## src/rtl/esc_pkg.sv

```systemverilog
// Shared constants and types for the environmental sensor compensation block.
`timescale 1ns / 1ps
package esc_pkg;

    // Conversion codes carried in op and kind
    localparam logic [1:0] OP_TEMP  = 2'd0;
    localparam logic [1:0] OP_PRESS = 2'd1;
    localparam logic [1:0] OP_HUM   = 2'd2;
    localparam logic [1:0] OP_NONE  = 2'd3;

    // Calibration register indexes
    localparam int unsigned CFG_IDX_W = 3;
    localparam logic [CFG_IDX_W-1:0] CFG_TEMP    = 3'd0;
    localparam logic [CFG_IDX_W-1:0] CFG_PRESS_A = 3'd1;
    localparam logic [CFG_IDX_W-1:0] CFG_PRESS_B = 3'd2;
    localparam logic [CFG_IDX_W-1:0] CFG_MIXED   = 3'd3;
    localparam logic [CFG_IDX_W-1:0] CFG_HUM     = 3'd4;

    // Job queue between front and back
    localparam int unsigned QUEUE_DEPTH = 2;
    localparam int unsigned QUEUE_AW    = $clog2(QUEUE_DEPTH);
    localparam int unsigned QUEUE_CW    = $clog2(QUEUE_DEPTH + 1);

    // One classified job
    typedef struct packed {
        logic [1:0]  kind;
        logic        known;
        logic [19:0] raw;
    } t_job;

    // Arithmetic unit request and response
    typedef struct packed {
        logic start;
        logic div;
    } t_ar_req;

    typedef struct packed {
        logic done;
    } t_ar_rsp;

endpackage

```

## src/rtl/esc_arith.sv

```systemverilog
// Shared arithmetic unit: 64-bit wrapping multiply and signed 64-bit divide.
`timescale 1ns / 1ps
module esc_arith (
    input  logic            i_clk,
    input  logic            i_rst_n,
    input  esc_pkg::t_ar_req i_req,
    input  logic [63:0]     i_a,
    input  logic [63:0]     i_b,
    output esc_pkg::t_ar_rsp o_rsp,
    output logic [63:0]     o_res
);
    import esc_pkg::*;

    typedef enum logic [1:0] {A_IDLE, A_MUL, A_DIV, A_FIX} t_astate;

    localparam logic [5:0] MUL_LAST = 6'd2;
    localparam logic [5:0] DIV_LAST = 6'd63;

    t_astate     r_state;
    logic [5:0]  r_cnt;
    logic [63:0] r_opa;
    logic [63:0] r_opb;
    logic [63:0] r_acc;
    logic [63:0] r_rem;
    logic [63:0] r_quo;
    logic [63:0] r_den;
    logic        r_neg;
    logic        r_done;

    logic [31:0] m_a;
    logic [31:0] m_b;
    logic [63:0] pp;
    logic [64:0] rem_sh;
    logic [64:0] dif;
    logic        ge;
    logic [63:0] abs_a;
    logic [63:0] abs_b;

    // One 32x32 partial product per cycle: lo*lo, lo*hi, hi*lo
    assign m_a = (r_cnt == MUL_LAST) ? r_opa[63:32] : r_opa[31:0];
    assign m_b = (r_cnt == 6'd1) ? r_opb[63:32] : r_opb[31:0];
    assign pp  = m_a * m_b;

    // Restoring divide on magnitudes, one quotient bit per cycle
    assign rem_sh = {r_rem, r_quo[63]};
    assign dif    = rem_sh - {1'b0, r_den};
    assign ge     = !dif[64];
    assign abs_a  = i_a[63] ? (~i_a + 64'd1) : i_a;
    assign abs_b  = i_b[63] ? (~i_b + 64'd1) : i_b;

    assign o_rsp.done = r_done;
    assign o_res      = r_acc;

    always_ff @(posedge i_clk) begin
        if (!i_rst_n) begin
            r_state <= A_IDLE;
            r_done  <= 1'b0;
            r_cnt   <= '0;
        end else begin
            unique case (r_state)
                A_IDLE: begin
                    r_done <= 1'b0;
                    if (i_req.start) begin
                        r_cnt <= '0;
                        if (i_req.div) begin
                            r_neg   <= i_a[63] ^ i_b[63];
                            r_quo   <= abs_a;
                            r_den   <= abs_b;
                            r_rem   <= '0;
                            r_state <= A_DIV;
                        end else begin
                            r_opa   <= i_a;
                            r_opb   <= i_b;
                            r_state <= A_MUL;
                        end
                    end
                end
                A_MUL: begin
                    r_acc  <= (r_cnt == '0) ? pp : r_acc + {pp[31:0], 32'd0};
                    r_cnt  <= r_cnt + 6'd1;
                    r_done <= (r_cnt == MUL_LAST);
                    if (r_cnt == MUL_LAST) begin
                        r_state <= A_IDLE;
                    end
                end
                A_DIV: begin
                    r_done <= 1'b0;
                    r_rem  <= ge ? dif[63:0] : rem_sh[63:0];
                    r_quo  <= {r_quo[62:0], ge};
                    r_cnt  <= r_cnt + 6'd1;
                    if (r_cnt == DIV_LAST) begin
                        r_state <= A_FIX;
                    end
                end
                A_FIX: begin
                    // Sign fix; most negative over minus one wraps naturally
                    r_acc   <= r_neg ? (~r_quo + 64'd1) : r_quo;
                    r_done  <= 1'b1;
                    r_state <= A_IDLE;
                end
                default: begin
                    r_done  <= 1'b0;
                    r_state <= A_IDLE;
                end
            endcase
        end
    end
endmodule

```

## config.mk

```make
export PLATFORM = sky130hd
export DESIGN_NAME = esc_arith
export DESIGN_NICKNAME = d
export VERILOG_FILES = /design/src/rtl/esc_pkg.sv /design/src/rtl/esc_arith.sv
export SDC_FILE = /design/constraint.sdc
export NUM_CORES = 2
export LEC_CHECK = 0
export ABC_AREA = 1
export BUFFER_PORTS_ARGS = -buffer_cell sky130_fd_sc_hd__buf_4
export CAP_MARGIN = 20
export CORE_UTILIZATION = 65
export CTS_CLUSTER_SIZE = 12
export DETAILED_ROUTE_END_ITERATION = 8
export GPL_TIMING_DRIVEN = 0
export PLACE_DENSITY = 0.83
export SLEW_MARGIN = 40
export SYNTH_ARGS = -nofsm -noshare
export SYNTH_HDL_FRONTEND = slang
export SYNTH_SLANG_ARGS = --single-unit
```

## constraint.sdc

```tcl
create_clock -name i_clk -period 15.3 [get_ports i_clk]
set_clock_uncertainty 0.1 [all_clocks]
set_input_delay 2.295 -clock i_clk [delete_from_list [all_inputs] [get_ports i_clk]]
set_output_delay 2.295 -clock i_clk [all_outputs]
set_load 0.005 [all_outputs]
```

After elaboration in Yosys (flattened, before gate mapping):

Index checks and enable logic that the tools add are counted.

* register bits after elaboration: 394
* bits of input ports: 132
* output and inout port bits: 65
* logic and storage cells: 69

* add/sub/neg operators: 6
* multiply operators: 1
* eq/ne operators: 10
* muxes and demuxes: 22
* bitwise gates (word level): 5
* reductions and logical operators: 14

Operator list (count)
* $mux 64: 8
* $pmux 64 s2: 3
* $add 64x1->64 const B: 3
* $not 64->64: 3
* $sub 65x64->65: 1
* $add 64x64->64: 1
* $mul 32x32->64: 1
* $mux 32: 2
* $mux 63: 1
* $pmux 6 s2: 1
* $reduce_and 4->1: 3
* $mux 2: 4
* $ne 2x2->1 const B: 4
* $pmux 2 s4: 1
* $add 6x1->6 const B: 1
* $eq 6x1->1 const B: 1
* $eq 6x2->1 const B: 1
* $eq 6x6->1 const B: 1
* $logic_not 6->1: 1
* $mux 6: 1
* $reduce_bool 2->1: 3
* $eq 2x2->1 const B: 2
* $reduce_and 2->1: 2
* $reduce_or 2->1: 2
* 7 further kinds: 7

Logic depth before layout (Yosys ltp):

* depth after elaboration: 6
* mapped depth: 49
* mapped depth without buffers: 46

Least setup slack after synthesis:

Ideal clock, no wire load.

* path kind: input-to-reg
* from: input port i_req[0] (netlist bit)
* to: register r_opa[0], enable pin
* arrival: 11129 ps
* required time: 14426 ps
* slack: 3297 ps
* stages on the path: 1
* buffers on the path: 0
* path through: nor3_1

* cells in the longest elaborated chain, start to end: 2

Ends and longest elaborated chain
* start: declaration: line esc_arith.sv:6 `input esc_pkg::t_ar_req i_req,`
* $not 1->1 (no line)
* $reduce_and 4->1 (no line)
* end signal: assignment: line esc_arith.sv:72 `r_opa <= i_a;`
* end: declaration: line esc_arith.sv:21 `logic [63:0] r_opa;`

No other way between the ends.
A chain may end at the register's enable or synchronous reset.

Worst setup path after layout:

* from: register r_cnt[2]
* to: register r_acc[59] (netlist: o_res[59]) (data pin)

* cells in the longest elaborated chain, start to end: 6
* elaborated cells between the ends (all ways): 9
* classes of those cells: add/sub (1); mul (1); eq/ne (2); mux (4); reduce/logical (1)

Ends and longest elaborated chain
* start: declaration: line esc_arith.sv:20 `logic [5:0] r_cnt;`
* start signal: assignment: line esc_arith.sv:80 `r_cnt <= r_cnt + 6'd1;`
* start signal: assignment: line esc_arith.sv:90 `r_cnt <= r_cnt + 6'd1;`
* $eq 6x2->1 or $eq 6x1->1 (tied branches): line esc_arith.sv:40, esc_arith.sv:41
* $mux 32, on equally long branches: line esc_arith.sv:40, esc_arith.sv:41
* $mul 32x32->64: line esc_arith.sv:42 `assign pp = m_a * m_b;`
* $add 64x64->64: line esc_arith.sv:79 `r_acc <= (r_cnt == '0) ? pp : r_acc + {pp[31:0], 32'd0};`
* $mux 64 (*): line esc_arith.sv:79
* $pmux 64 s2 (*): line esc_arith.sv:60 `unique case (r_state)`
* end signal: assignment: line esc_arith.sv:79
* end signal: assignment: line esc_arith.sv:97 `r_acc <= r_neg ? (~r_quo + 64'd1) : r_quo;`
* end: declaration: line esc_arith.sv:23 `logic [63:0] r_acc;`

Every way passes the cells marked *; elsewhere a longest branch is shown, timed or not.

==> metrics.md <==
| Metric | Value |
|---|---|
| Post-synth EDFFs | 385 |
| Final instance area | 67000 um2 |
| Post-Syn Area | 61600 um2 |
| Starting Density | 0.658 |
| Final Max Tran Viols | 0 |
| Max Root-Sink Buffers | 3 |
| Slew headroom | 0.273 |
| Full die area | 96000 um2 |
| Total GRT Usage | 0.561 |
| Post-cts hold buffer count | 0 |
| Clock Latency Late Sink | 0.67 ns |
| MaxCap Viol Count | 0 |
| Share of the synthesized area in the top cell type | 0.292 |
| Status | complete, but fails checks |
| Avg Cell Area, Syn | 7.69 um2 |
| I/O pins | 197 |
| Vias | 61800 |
| Core area | 93600 um2 |
| First-pass GRT wire length | 382000 um |
| Final setup violation count | 0 |
| Max incr delay on CP | 1.00 ns |
| CTS resizes | 0 |
| Setup TNS | 0 ns |
| HP Class | flop to flop |
| Area after DPL | 65300 um2 |
| WL/cell | 27.6 um |
| Postcts setup bufs | 0 |
| 1st-pass router iterations | 9 |
| DRC viols | 26 |
| Clock period minus worst slack | 12.70 ns |
| Warnings, synthesis | 0 |
| Synth Flop Type | edfxtp_1 |
| Largest net degree at the start of global routing | 21 |
| Hpwl dp | 220000 um |
| Clock sink total | 394 |
| Initial antenna violation count | 53 |
| Post-synthesis instance total | 8008 |
| Clk pin slew, worst setup/hold paths | 0.06 ns |
| Die W | 310 um |
| CTS tree | built |
| Post-synth top cells | nand2_1 (1814), inv_1 (1591), nor2_1 (1083), fa_1 (898), edfxtp_1 (385) |
| I/O Buffers | 196 |
| H-Tree Depth | 2 |
| Post-synth top area cell | fa_1 |
| Max Freq | 78.7 MHz |
| WS Path Type | flop to flop |
| FFs w/ async S/R, synth | 0 |
| Die outline height | 310 um |
| Rows | 112 |
| Number of global-route vias before repair | 60000 |
| Startpoint types | flop |
| Synth unique cells | 57 |
| Min Hold Slack | 0.448 ns |
| Critical path's slowest cell | clkinv_1 |
| Area Growth Syn to Fin | 8.79% |
| Violations in the final reports | DRC |
| WL final | 266000 um |
| Critical Path RT | 15.58 ns |
| Total CTS buffers | 46 |
| Cell mode on critical path | fa_1 |
| Share of layout cells above drive strength 1 | 0.0704 |
| Worst-Margin Slew | 1.09 ns |
| DRT iter0 DRCs | 10100 |
| Syn Nets | 9410 |
| Fin crit share | 0.830 |
| Worst-path fanout max | 10 |
| Root Driver | clkbuf_16 |
| Final hold vios | 0 |
| Final Net Count | 9719 |
| Fin util | 0.716 |
| Yosys reg bits | 394 |
| Final ANT Viol Nets | 0 |
| Unrepaired setup endpoints after global routing | false |
| Routed vias/inst | 6.40 |
| Top area cells in the synthesized netlist | fa_1 (29%), edfxtp_1 (19%), nand2_1 (11%) |
| Count leader, synth | nand2_1 |
| Register area share after synthesis | 0.191 |
| Total gr overflow | 0 |
| Critical path data arrival time | 12.98 ns |
| GPL Wtd Cong | 1.27 |
| Crit. End Element | flop |
-- path summary, 6_finish.rpt --
check,cells after the start,slack (ns),startpoint,to
max,39,2.60,r_cnt[2],o_res[59]
min,2,0.45,r_cnt[1],r_cnt[1]
max reg2reg,39,2.60,r_cnt[2],o_res[59]
min reg2reg,2,0.45,r_cnt[1],r_cnt[1]
-- per-layer routing --
| layer | track usage | up-vias | routed length (um) |
|---|---|---|---|
| met4 | 0.395 | 58 | 24600 |
| met3 | 0.329 | 1734 | 50700 |
| li1 | - | 25300 | - |
| met5 | 0.0602 | - | 1030 |
| met2 | 0.751 | 5840 | 102000 |
| met1 | 0.661 | 28900 | 87600 |
-- critical path, delay by kind of cell (launching register included) --
| kind | cells | cell delay (ns) |
|---|---|---|
| AND/OR/NAND/NOR | 15 | 2.96 |
| XOR/XNOR | 1 | 0.69 |
| buffers and inverters | 9 | 2.08 |
| AO/OA/AOI/OAI | 4 | 1.30 |
| flip-flops | 1 | 0.33 |
| adder cells (fa/ha/maj) | 10 | 4.91 |
-- kinds of logic after synthesis --
kind of cell | count (synthesis) | share of synthesized area
flip-flops | 394 | 0.191
AND/OR/NAND/NOR | 3482 | 0.229
buffers and inverters | 1881 | 0.117
AO/OA/AOI/OAI | 818 | 0.0726
adder cells (fa/ha/maj) | 1270 | 0.367
XOR/XNOR | 163 | 0.0232
-- cell type report --
class | instances | area (um2)
Tap cell | 1254 | 1570
Clock buffer | 61 | 1220
Timing Repair Buffer | 261 | 1960
Antenna cell | 40 | 100
Clock inverter | 22 | 235
Multi-Input combinational cell | 5733 | 42900
Sequential cell | 394 | 11700
Inverter | 1638 | 6150
Buffer | 243 | 1090
Fill cell | 7278 | 26600
-- sequential cells by signal (all words and copies together), names as in the netlist --
| register | flops |
|---|---|
| o_res | 64 |
| r_den | 64 |
| r_opa | 64 |
| r_opb | 64 |
| r_quo | 64 |
| r_rem | 64 |
| r_cnt | 6 |
| r_state | 2 |
| o_rsp | 1 |
| r_neg | 1 |
-- per-stage QoR --
step | std cells | worst slack [ns]
2_1_floorplan | 8008 | 3.30
3_3_place_gp | 9458 | -1.83
3_5_place_dp | 9522 | 3.47
4_1_cts | 9605 | 3.38
5_1_grt | 9623 | 2.30
6_report | 9646 | 2.60
-- placed cells by master, fill, tap and decap left out, types with 31 or more instances in the layout --
cell type  instances
buf_2             82
nor3_1            85
o21ai_2           42
clkbuf_1         143
nand4_1           73
fa_1             898
inv_1           1591
o21ai_0          299
buf_4            232
diode_2           40
a21oi_1          323
edfxtp_1         385
ha_1             372
nor2_1          1082
clkbuf_16         46
inv_2             33
nand3_1          300
xnor2_1           39
nand2_1         1814
xor2_1           124
clkbuf_2          31
Power is left out: the tool's default activity adds up to more than one toggle a clock period on the data nets, which glitch-free logic cannot reach.
