File: src/rtl/esc_pkg.sv
// Shared constants and types for the environmental sensor compensation block.
`timescale 1ns / 1ps
package esc_pkg;

    // Conversion codes carried in op and kind
    localparam logic [1:0] OP_TEMP  = 2'd0;
    localparam logic [1:0] OP_PRESS = 2'd1;
    localparam logic [1:0] OP_HUM   = 2'd2;
    localparam logic [1:0] OP_NONE  = 2'd3;

    // Calibration register indexes
    localparam int unsigned CFG_IDX_W = 3;
    localparam logic [CFG_IDX_W-1:0] CFG_TEMP    = 3'd0;
    localparam logic [CFG_IDX_W-1:0] CFG_PRESS_A = 3'd1;
    localparam logic [CFG_IDX_W-1:0] CFG_PRESS_B = 3'd2;
    localparam logic [CFG_IDX_W-1:0] CFG_MIXED   = 3'd3;
    localparam logic [CFG_IDX_W-1:0] CFG_HUM     = 3'd4;

    // Job queue between front and back
    localparam int unsigned QUEUE_DEPTH = 2;
    localparam int unsigned QUEUE_AW    = $clog2(QUEUE_DEPTH);
    localparam int unsigned QUEUE_CW    = $clog2(QUEUE_DEPTH + 1);

    // One classified job
    typedef struct packed {
        logic [1:0]  kind;
        logic        known;
        logic [19:0] raw;
    } t_job;

    // Arithmetic unit request and response
    typedef struct packed {
        logic start;
        logic div;
    } t_ar_req;

    typedef struct packed {
        logic done;
    } t_ar_rsp;

endpackage

File: src/rtl/esc_queue.sv
// Small job queue decoupling the front end from the compute engine.
`timescale 1ns / 1ps
module esc_queue (
    input  logic          i_clk,
    input  logic          i_rst_n,
    input  logic          i_push,
    input  esc_pkg::t_job i_job,
    output logic          o_full,
    input  logic          i_pop,
    output logic          o_valid,
    output esc_pkg::t_job o_job
);
    import esc_pkg::*;

    t_job                r_mem [QUEUE_DEPTH];
    logic [QUEUE_AW-1:0] r_wr;
    logic [QUEUE_AW-1:0] r_rd;
    logic [QUEUE_CW-1:0] r_cnt;
    logic                do_push;
    logic                do_pop;

    assign o_full  = (r_cnt == QUEUE_CW'(QUEUE_DEPTH));
    assign o_valid = (r_cnt != '0);
    assign o_job   = r_mem[r_rd];
    assign do_push = i_push && !o_full;
    assign do_pop  = i_pop && o_valid;

    // Storage
    always_ff @(posedge i_clk) begin
        if (do_push) begin
            r_mem[r_wr] <= i_job;
        end
    end

    // Pointers and fill count
    always_ff @(posedge i_clk) begin
        if (!i_rst_n) begin
            r_wr  <= '0;
            r_rd  <= '0;
            r_cnt <= '0;
        end else begin
            if (do_push) begin
                r_wr <= (r_wr == QUEUE_AW'(QUEUE_DEPTH - 1)) ? '0 : r_wr + 1'b1;
            end
            if (do_pop) begin
                r_rd <= (r_rd == QUEUE_AW'(QUEUE_DEPTH - 1)) ? '0 : r_rd + 1'b1;
            end
            if (do_push && !do_pop) begin
                r_cnt <= r_cnt + 1'b1;
            end else if (do_pop && !do_push) begin
                r_cnt <= r_cnt - 1'b1;
            end
        end
    end
endmodule

File: config.mk
export PLATFORM = sky130hd
export DESIGN_NAME = esc_queue
export DESIGN_NICKNAME = d
export VERILOG_FILES = /design/src/rtl/esc_pkg.sv /design/src/rtl/esc_queue.sv
export SDC_FILE = /design/constraint.sdc
export NUM_CORES = 1
export LEC_CHECK = 0
export BUFFER_PORTS_ARGS = -buffer_cell sky130_fd_sc_hd__buf_2
export CORE_ASPECT_RATIO = 0.9
export CORE_MARGIN = 1.5
export CORE_UTILIZATION = 46
export DETAILED_ROUTE_END_ITERATION = 12
export GPL_ROUTABILITY_DRIVEN = 0
export HOLD_SLACK_MARGIN = 0.05
export PLACE_DENSITY = 0.74
export SYNTH_ARGS = -nofsm -noshare
export SYNTH_HDL_FRONTEND = slang
export SYNTH_SLANG_ARGS = --single-unit
File: constraint.sdc
create_clock -name i_clk -period 1.8 [get_ports i_clk]
set_input_delay 0.09 -clock i_clk [delete_from_list [all_inputs] [get_ports i_clk]]
set_output_delay 0.09 -clock i_clk [all_outputs]
set_load 0.02 [all_outputs]
# After elaboration in Yosys (flattened, before gate mapping)
# Memories as Yosys holds them, arrays and structs flattened. A register that Yosys moved wholly into a read port is not among the register bits.
# Index checks and enable logic that the tools add are counted.
dict set report classes {
  eq_ne 1
  mux 8
  addsub 4
  reduce_logical 9
}
# op n
set ops {}
lappend ops {{1-bit 2-to-1 mux} 6}
lappend ops {{1-bit logical AND} 4}
lappend ops {{2-bit 2-to-1 mux} 2}
lappend ops {{2-bit nonzero test} 2}
lappend ops {{1-bit zero test} 3}
lappend ops {{1-bit adder, second input constant} 2}
lappend ops {{2-bit by 1-bit adder with 2-bit output, second input constant} 1}
lappend ops {{2-bit == test, second input constant} 1}
lappend ops {{2-bit by 1-bit subtractor with 2-bit output, second input constant} 1}
dict set report word_totals {
  elab_cells 26
  regBits 4
  ram_bits 46
  out_inout_bits 25
  n_memories 1
}
# name words word_bits read_ports rd_ports_with_merged_regs wr line_no
set memory_table {}
lappend memory_table {r_mem 2 23 1 1 1 esc_queue.sv:15} ;# t_job r_mem [QUEUE_DEPTH];

# Logic depth before layout (Yosys ltp)
# Gate-level depths: netlist (run 1).
dict set report logic_depth {
  ltp_word 7
  ltp_mapped 7
}

# Least setup slack after synthesis (run 1)
# No wires, ideal clock.
dict set report synth_timing {
  path_kind {flip-flop to flip-flop}
  startpoint {reg r_cnt[0]}
  endpoint {mem r_mem[0][0] in the netlist's numbering, enable pin}
  arrival_ps 1573
  path_stages_with_launch 4
  n_path_buf 0
  t_required_ps 1399
  period_less_slack_ps 1974
  setup_slack_ps -174
  path_cell_list {dfxtp_1 nand2b_1 inv_2 nor3_2}
}
dict set report synth_via {
  elab_chain_len 5
}
# element line_no
set synth_lines {}
lappend synth_lines {{start, declared} esc_queue.sv:18} ;# logic [QUEUE_CW-1:0] r_cnt;
lappend synth_lines {{start signal, assigned} esc_queue.sv:49} ;# r_cnt <= r_cnt + 1'b1;
lappend synth_lines {{start signal, assigned} esc_queue.sv:51} ;# r_cnt <= r_cnt - 1'b1;
lappend synth_lines {{2-bit == test} esc_queue.sv:22} ;# assign o_full = (r_cnt == QUEUE_CW'(QUEUE_DEPTH));
lappend synth_lines {{via o_full} esc_queue.sv:8} ;# output logic o_full,
lappend synth_lines {{1-bit zero test} esc_queue.sv:25} ;# assign do_push = i_push && !o_full;
lappend synth_lines {{1-bit logical AND} esc_queue.sv:25}
lappend synth_lines {{1-bit 2-to-1 mux} esc_queue.sv:30} ;# if (do_push) begin
lappend synth_lines {{1-bit 2-to-1 mux (not written as such)} esc_queue.sv:31} ;# r_mem[r_wr] <= i_job;
lappend synth_lines {{end, declared} esc_queue.sv:15}
# The timed path passes the listed nets, and every way through them passes these cells.

# Worst setup path in the final report (run 1)
dict set report layout_timing {
  startpoint {reg r_cnt[0]}
  endpoint {reg r_cnt[1]}
}
dict set report layout_via {
  elab_chain_len 6
  elab_cells_between_ends 14
  cone_classes {2 x add/sub; 1 x eq/ne; 2 x mux; 9 x reduce/logical}
}
# element line_no
set layout_lines {}
lappend layout_lines {{2-bit == test} esc_queue.sv:22}
lappend layout_lines {{1-bit zero test} esc_queue.sv:25}
lappend layout_lines {{1-bit logical AND} esc_queue.sv:25}
lappend layout_lines {{1-bit zero test} esc_queue.sv:50} ;# end else if (do_pop && !do_push) begin
lappend layout_lines {{1-bit logical AND} esc_queue.sv:50}
lappend layout_lines {{2-bit nonzero test (no line)} n/a}
# Parallel ways exist; a longest one is shown, timed or not. The select of a mux whose other input is x is not followed.
# A chain may end at the register's enable or synchronous reset.

==> flow_summary.ini, run 1 <==
[floorplan]
num_rows = 21
initial_core_util_pct = 49.2
chipHeight_um = 63.8
die_area_um2 = 4500
core_um2 = 3840
fp.dieW_um = 70.5
ios = 52

[detailed_routing]
drt_iter0_markers = 30
ant_nets = 0
firstDrtPassIters = 4
wl_per_cell_um = 14.4
routed_wirelength_um = 3300
drc = 0
via_per_inst = 4.89
route.vias.total = 1120

[outcome]
outcome = finished, final reports clean

[critical_path]
reg2reg_to = r_cnt[1]
crit_family = simple AND/OR/NAND/NOR gates
start_kind = flip-flop
reg2regPathDepth = 6
critPathBufInv = 1
r2r-start = r_cnt[0]
r2r_slack_ns = 0.16
crit_chain = nand2b_1 > inv_2 > nor2_1 > ha_1 > or3_1 > a21boi_1
worst-path-max-fanout = 5
critPathSlowestCell = dfxtp_1
max_stage_delay_ns = 0.44
endpoint_kind = flip-flop
arrival_ns = 1.86
crit_start = r_cnt[0]
critPathKind = reg2reg
crit_required_ns = 2.02

[yosys]
yosysTopAreaCell = edfxtp_1
synthCells = 96
yosys.area_share.simple_pct = 3.05
seq_area_frac_synth_pct = 78.5
synthAdderAreaFrac_pct = 0.663
syn_area_per_cell_um2 = 19.7
synthesis.area_um2 = 1890
ys_ff_latch = 51
yosysUniqueCellTypes = 21
synth_top_area_share_pct = 73.2
syn_nets = 124
synth_mux_area_share_pct = 13.7
synthTopCellsByArea = edfxtp_1 73%, mux2_2 14%, dfxtp_1 5.3%
synth-compound-area-share_pct = 1.72
yosysWarnings = 0
yosys.area_share.xor_xnor_pct = 1.39
synth_top_family_by_area = multiplexers

[clock_network]
cts-htree-levels = 2
root_buffer = clkbuf_8
clock_sinks = 51
cts_made_buffers = 5
cts-resized-gates = 0
insertion_delay_ns = 0.29
clk_path_buf_depth = 2
clk_pin_slew_ns = 0.08
cts_tree = yes
postCtsSetupBuffers = 0
ctsHoldBuffers = 24

[timing]
period_share_pct = 91.2
finClkSkew_ns = 0.00278
fin_crit_ns = 1.64
rsz0062_at_grt = false
finalHoldViolations = 0
relSlewSlack_pct = 82.7
finalSetupTns_ns = 0
slew_violations = 0
worstMarginPinSlew_ns = 0.258
setup_viol = 0
max_freq_mhz = 609

[final_layout]
layout_common_cells = 51 x buf_2, 46 x edfxtp_1, 24 x dlygate4sd3_1, 23 x mux2_2, 6 x buf_4
syn_to_final_growth_pct = 35.9
fin_nets = 210
mostFrequentLayoutCell = buf_2
drive_gt1_share_pct = 48.6
final_core_util_pct = 66.9
diodes = 0

[power]
switching_power_w = 0.00102
p_int_w = 0.00225
leakagePower_nw = 0.993
powerDensity_nw_per_um2 = 1280
sw_frac_of_total_pct = 31.3
ir_worst_vdd_mv = 0.743
p_clk_share_pct = 18.3
power_frac_comb_pct = 34.1
pwr-share-seq_pct = 47.6

[placed_design]
dp_hpwl_um = 2210
port_buffers = 51

[hold_path]
hold_path_depth = 3
min_from = i_push
hold-path-endpoint = r_wr
hp-class = in2reg

[global_routing]
grt_pass1_wl_um = 5250
grt_use_total_pct = 15.5
grt_max_degree = 16
grt-ovfl-total = 0
grt_pass1_vias = 1190
grt_antenna_before_repair = 0

[flow_run]
cap_viol_max_count = 0
## worst reg2reg max path: stages, from the launching register on
cell	delay [ns]
dfxtp_1	0.44
nand2b_1	0.19
inv_2	0.07
nor2_1	0.10
ha_1	0.27
or3_1	0.35
a21boi_1	0.15
## routing by layer
| layer | wire (um) | global-route usage, % |
|---|---|---|
| met1 | 1320 | 17.2 |
| met2 | 1740 | 27.9 |
| met3 | 193 | 4.73 |
| met4 | 46 | 6.01 |
| met5 | 0 | 0 |
## cell type report
type                       instances  area, um^2
sequential                        51        1480
clock buffer                       5        68.8
multi-input combinational         41         394
tap                               46        57.6
fill                             284        1270
clock inverter                     3        15.0
inverter                           2        7.51
timing repair buffer              81         541
## logic make-up after synthesis
| kind of cell | after synthesis |
|---|---|
| XOR/XNOR | 3 |
| AO/OA/AOI/OAI | 5 |
| AND/OR/NAND/NOR | 9 |
| flip-flops | 51 |
| multiplexers | 23 |
| adder cells (fa/ha/maj) | 1 |
| buffers and inverters | 4 |
## flip-flops by register name, summed over array words and instances, names as in the netlist, named ones only
register and cells:
r_rd 1, r_cnt 2, r_mem 46, r_wr 1
## stage by stage
step	instances	total power, W	hold slack (ns)	cell area (um^2)	setup slack (ns)
after floorplan	96	0.00231	0.189	1890	0.175
final	229	0.00327	0.187	2560	0.159
after detailed placement	197	0.00266	0.284	2240	0.194
after global routing	229	0.00344	0.212	2560	0.0330
after CTS	229	0.00330	0.188	2560	0.171
after global placement	197	0.00262	0.279	2240	0.327
## worst max-delay path by stage
stage,cells after the start,slack (ns),endpoint
after floorplan,3,0.17,r_mem[0][0]
after global placement,6,0.33,r_cnt[1]
after detailed placement,6,0.19,r_cnt[1]
after CTS,6,0.17,r_cnt[1]
after global routing,6,0.03,r_cnt[1]
final,6,0.16,r_cnt[1]
## synthesized netlist by cell type
cell type / instances
and2_1: 3
ha_1: 1
o21ai_1: 1
or2_2: 1
mux2_2: 23
and3_1: 1
a21boi_1: 1
edfxtp_1: 46
dfxtp_1: 5
nor3_2: 1
xnor2_1: 2
nor2_1: 1
or3_1: 1
o21ai_0: 1
o21a_1: 1
xor2_1: 1
a21boi_0: 1
nand2b_1: 1
inv_2: 1
buf_2: 2
inv_1: 1
## power by group through the flow
stage	Clock, W	Combinational [W]	Sequential, W
4_1_cts	0.000619	0.00112	0.00156
6_report	0.000599	0.00111	0.00156
3_5_place_dp	0	0.00107	0.00159
3_3_place_gp	0	0.00105	0.00157
2_1_floorplan	0	0.000737	0.00157
5_1_grt	0.000666	0.00119	0.00158
Power figures use the tool's default switching activity.
==> run 2, diff against run 1 <==
PLACE_DENSITY = 0.73   (was 0.74)
==> run 2 against run 1 <==
Compared with the run above:
- clock power rose by 25%
- global-route usage rose by 0.092 points
- sequential cell count did not move
- final area rose by 0.54%
- die area did not move
- count of clock-buffer cells in the layout did not move
- register-to-register slack improved by 0.06 ns
- largest cell class unchanged
- highest routed layer unchanged
==> flow_summary.ini, run 2 (synthesized netlist as in run 1, its figures left out) <==
[critical_path]
endpoint_kind = flip-flop
r2r_slack_ns = 0.22
crit_required_ns = 2.03
critPathSlowestCell = dfxtp_1
worst-path-max-fanout = 5
critPathBufInv = 1
crit_chain = nand2b_1 > inv_2 > nor2_1 > ha_1 > or3_1 > a21boi_1
arrival_ns = 1.81
crit_family = simple AND/OR/NAND/NOR gates
critPathKind = reg2reg
start_kind = flip-flop
max_stage_delay_ns = 0.36

[power]
leakagePower_nw = 1.01
ir_worst_vdd_mv = 0.643
sw_frac_of_total_pct = 30.0
powerDensity_nw_per_um2 = 1320
power_w = 0.00341
p_clk_share_pct = 22.0
p_int_w = 0.00239
pwr-share-seq_pct = 45.6
switching_power_w = 0.00102
power_frac_comb_pct = 32.4

[clock_network]
postCtsSetupBuffers = 0
cts-htree-levels = 2
cts_made_buffers = 5
ctsHoldBuffers = 23
cts_tree = yes
clk_pin_slew_ns = 0.08
insertion_delay_ns = 0.30
cts-resized-gates = 0
root_buffer = clkbuf_8
clock_sinks = 51
clk_path_buf_depth = 2

[final_layout]
diodes = 0
fin_nets = 209
regMostFlops = r_mem
reg_top3 = r_mem x46, r_cnt x2
mostFrequentLayoutCell = buf_2
drive_gt1_share_pct = 49.5
largest_register_ff_count = 46
n_fill_cell = 278
layout_common_cells = 51 x buf_2, 46 x edfxtp_1, 23 x mux2_2, 23 x dlygate4sd3_1, 6 x buf_4
syn_to_final_growth_pct = 36.7

[global_routing]
grt_pass1_wl_um = 5280
grt_pass1_vias = 1148
grt-ovfl-total = 0
gr-usage-met2_pct = 27.5
grt_max_degree = 18
grt-busiest-layer = met2
grt_use_met3_pct = 4.89
grt_use_total_pct = 15.6
grt_antenna_before_repair = 0
use_met1_pct = 17.9

[floorplan]
fp.dieW_um = 70.5
core_um2 = 3840
die_area_um2 = 4500
ios = 52
chipHeight_um = 63.8
num_rows = 21
initial_core_util_pct = 49.2

[detailed_routing]
firstDrtPassIters = 4
drc = 0
wl_per_cell_um = 14.2
drt_iter0_markers = 69
routed_wirelength_um = 3240
ant_nets = 0
via_per_inst = 4.83
route.vias.total = 1102

[timing]
finalSetupTns_ns = 0
finClkSkew_ns = 0.00696
period_share_pct = 87.8
worstMarginPinSlew_ns = 0.229
relSlewSlack_pct = 84.7
max_freq_mhz = 632
fin_crit_ns = 1.58
rsz0062_at_grt = false
setup_viol = 0
finalHoldViolations = 0
setup_ws_ns = 0.219
slew_violations = 0

[placed_design]
port_buffers = 51
dp_hpwl_um = 2120
place_ws_ns = 0.232

[outcome]
outcome = finished, final reports clean

[flow_run]
cap_viol_max_count = 0

[hold_path]
hp-class = in2reg
## run 2: cell types whose count changed in the layout (fill, tap and decap cells not counted), sizes merged
| cell | delta |
|---|---|
| dlygate4sd3 | -1 |
| bufinv | +1 |
| clkinvlp | -1 |
## run 2: power groups by stage
stage	clock [W]	combinational (W)	sequential, W
after detailed placement	0	0.00107	0.00158
after global placement	0	0.00105	0.00157
after global routing	0.000821	0.00120	0.00157
after floorplan	0	0.000737	0.00157
after CTS	0.000769	0.00112	0.00156
final	0.000750	0.00111	0.00156
## run 2: worst reg2reg max path, delay by kind of cell (launching register included)
kind / cells / cell delay [ns]
AO/OA/AOI/OAI: 1 / 0.13
buffers and inverters: 1 / 0.11
adder cells (fa/ha/maj): 1 / 0.31
flip-flops: 1 / 0.36
AND/OR/NAND/NOR: 3 / 0.60
## run 2: final cells by class
cell class              instances  area, um^2  area share, %
clock inverters                 3        38.8           1.50
multi-input cells              41         394           15.3
flip-flops and latches         51        1480           57.4
inverters                       2        7.51          0.291
clock buffers                   5        68.8           2.67
repair buffers                 80         531           20.6
well taps                      46        57.6           2.23
## run 2: per-layer routing
| metal | part of all wire [%] | wire length (um) |
|---|---|---|
| met1 | 40 | 1290 |
| met2 | 54 | 1740 |
| met3 | 5.1 | 165 |
| met4 | 1.5 | 49 |
| met5 | 0 | 0 |
## run 2: metrics by stage
step	cell area, um^2	std cells	hold slack, ns	util [%]
after CTS	2580	228	0.0510	67.2
after detailed placement	2240	197	0.284	58.4
after global routing	2580	228	0.0628	67.2
final	2580	228	0.0574	67.2
after global placement	2240	197	0.278	58.4
after floorplan	1890	96	0.189	-
## run 2: final timing paths
path         cells after the start       end  startpoint
max                              6  r_cnt[1]    r_cnt[0]
max reg2reg                      6  r_cnt[1]    r_cnt[0]
min reg2reg                      2  r_cnt[1]    r_cnt[1]
min                              2      r_rd     i_rst_n
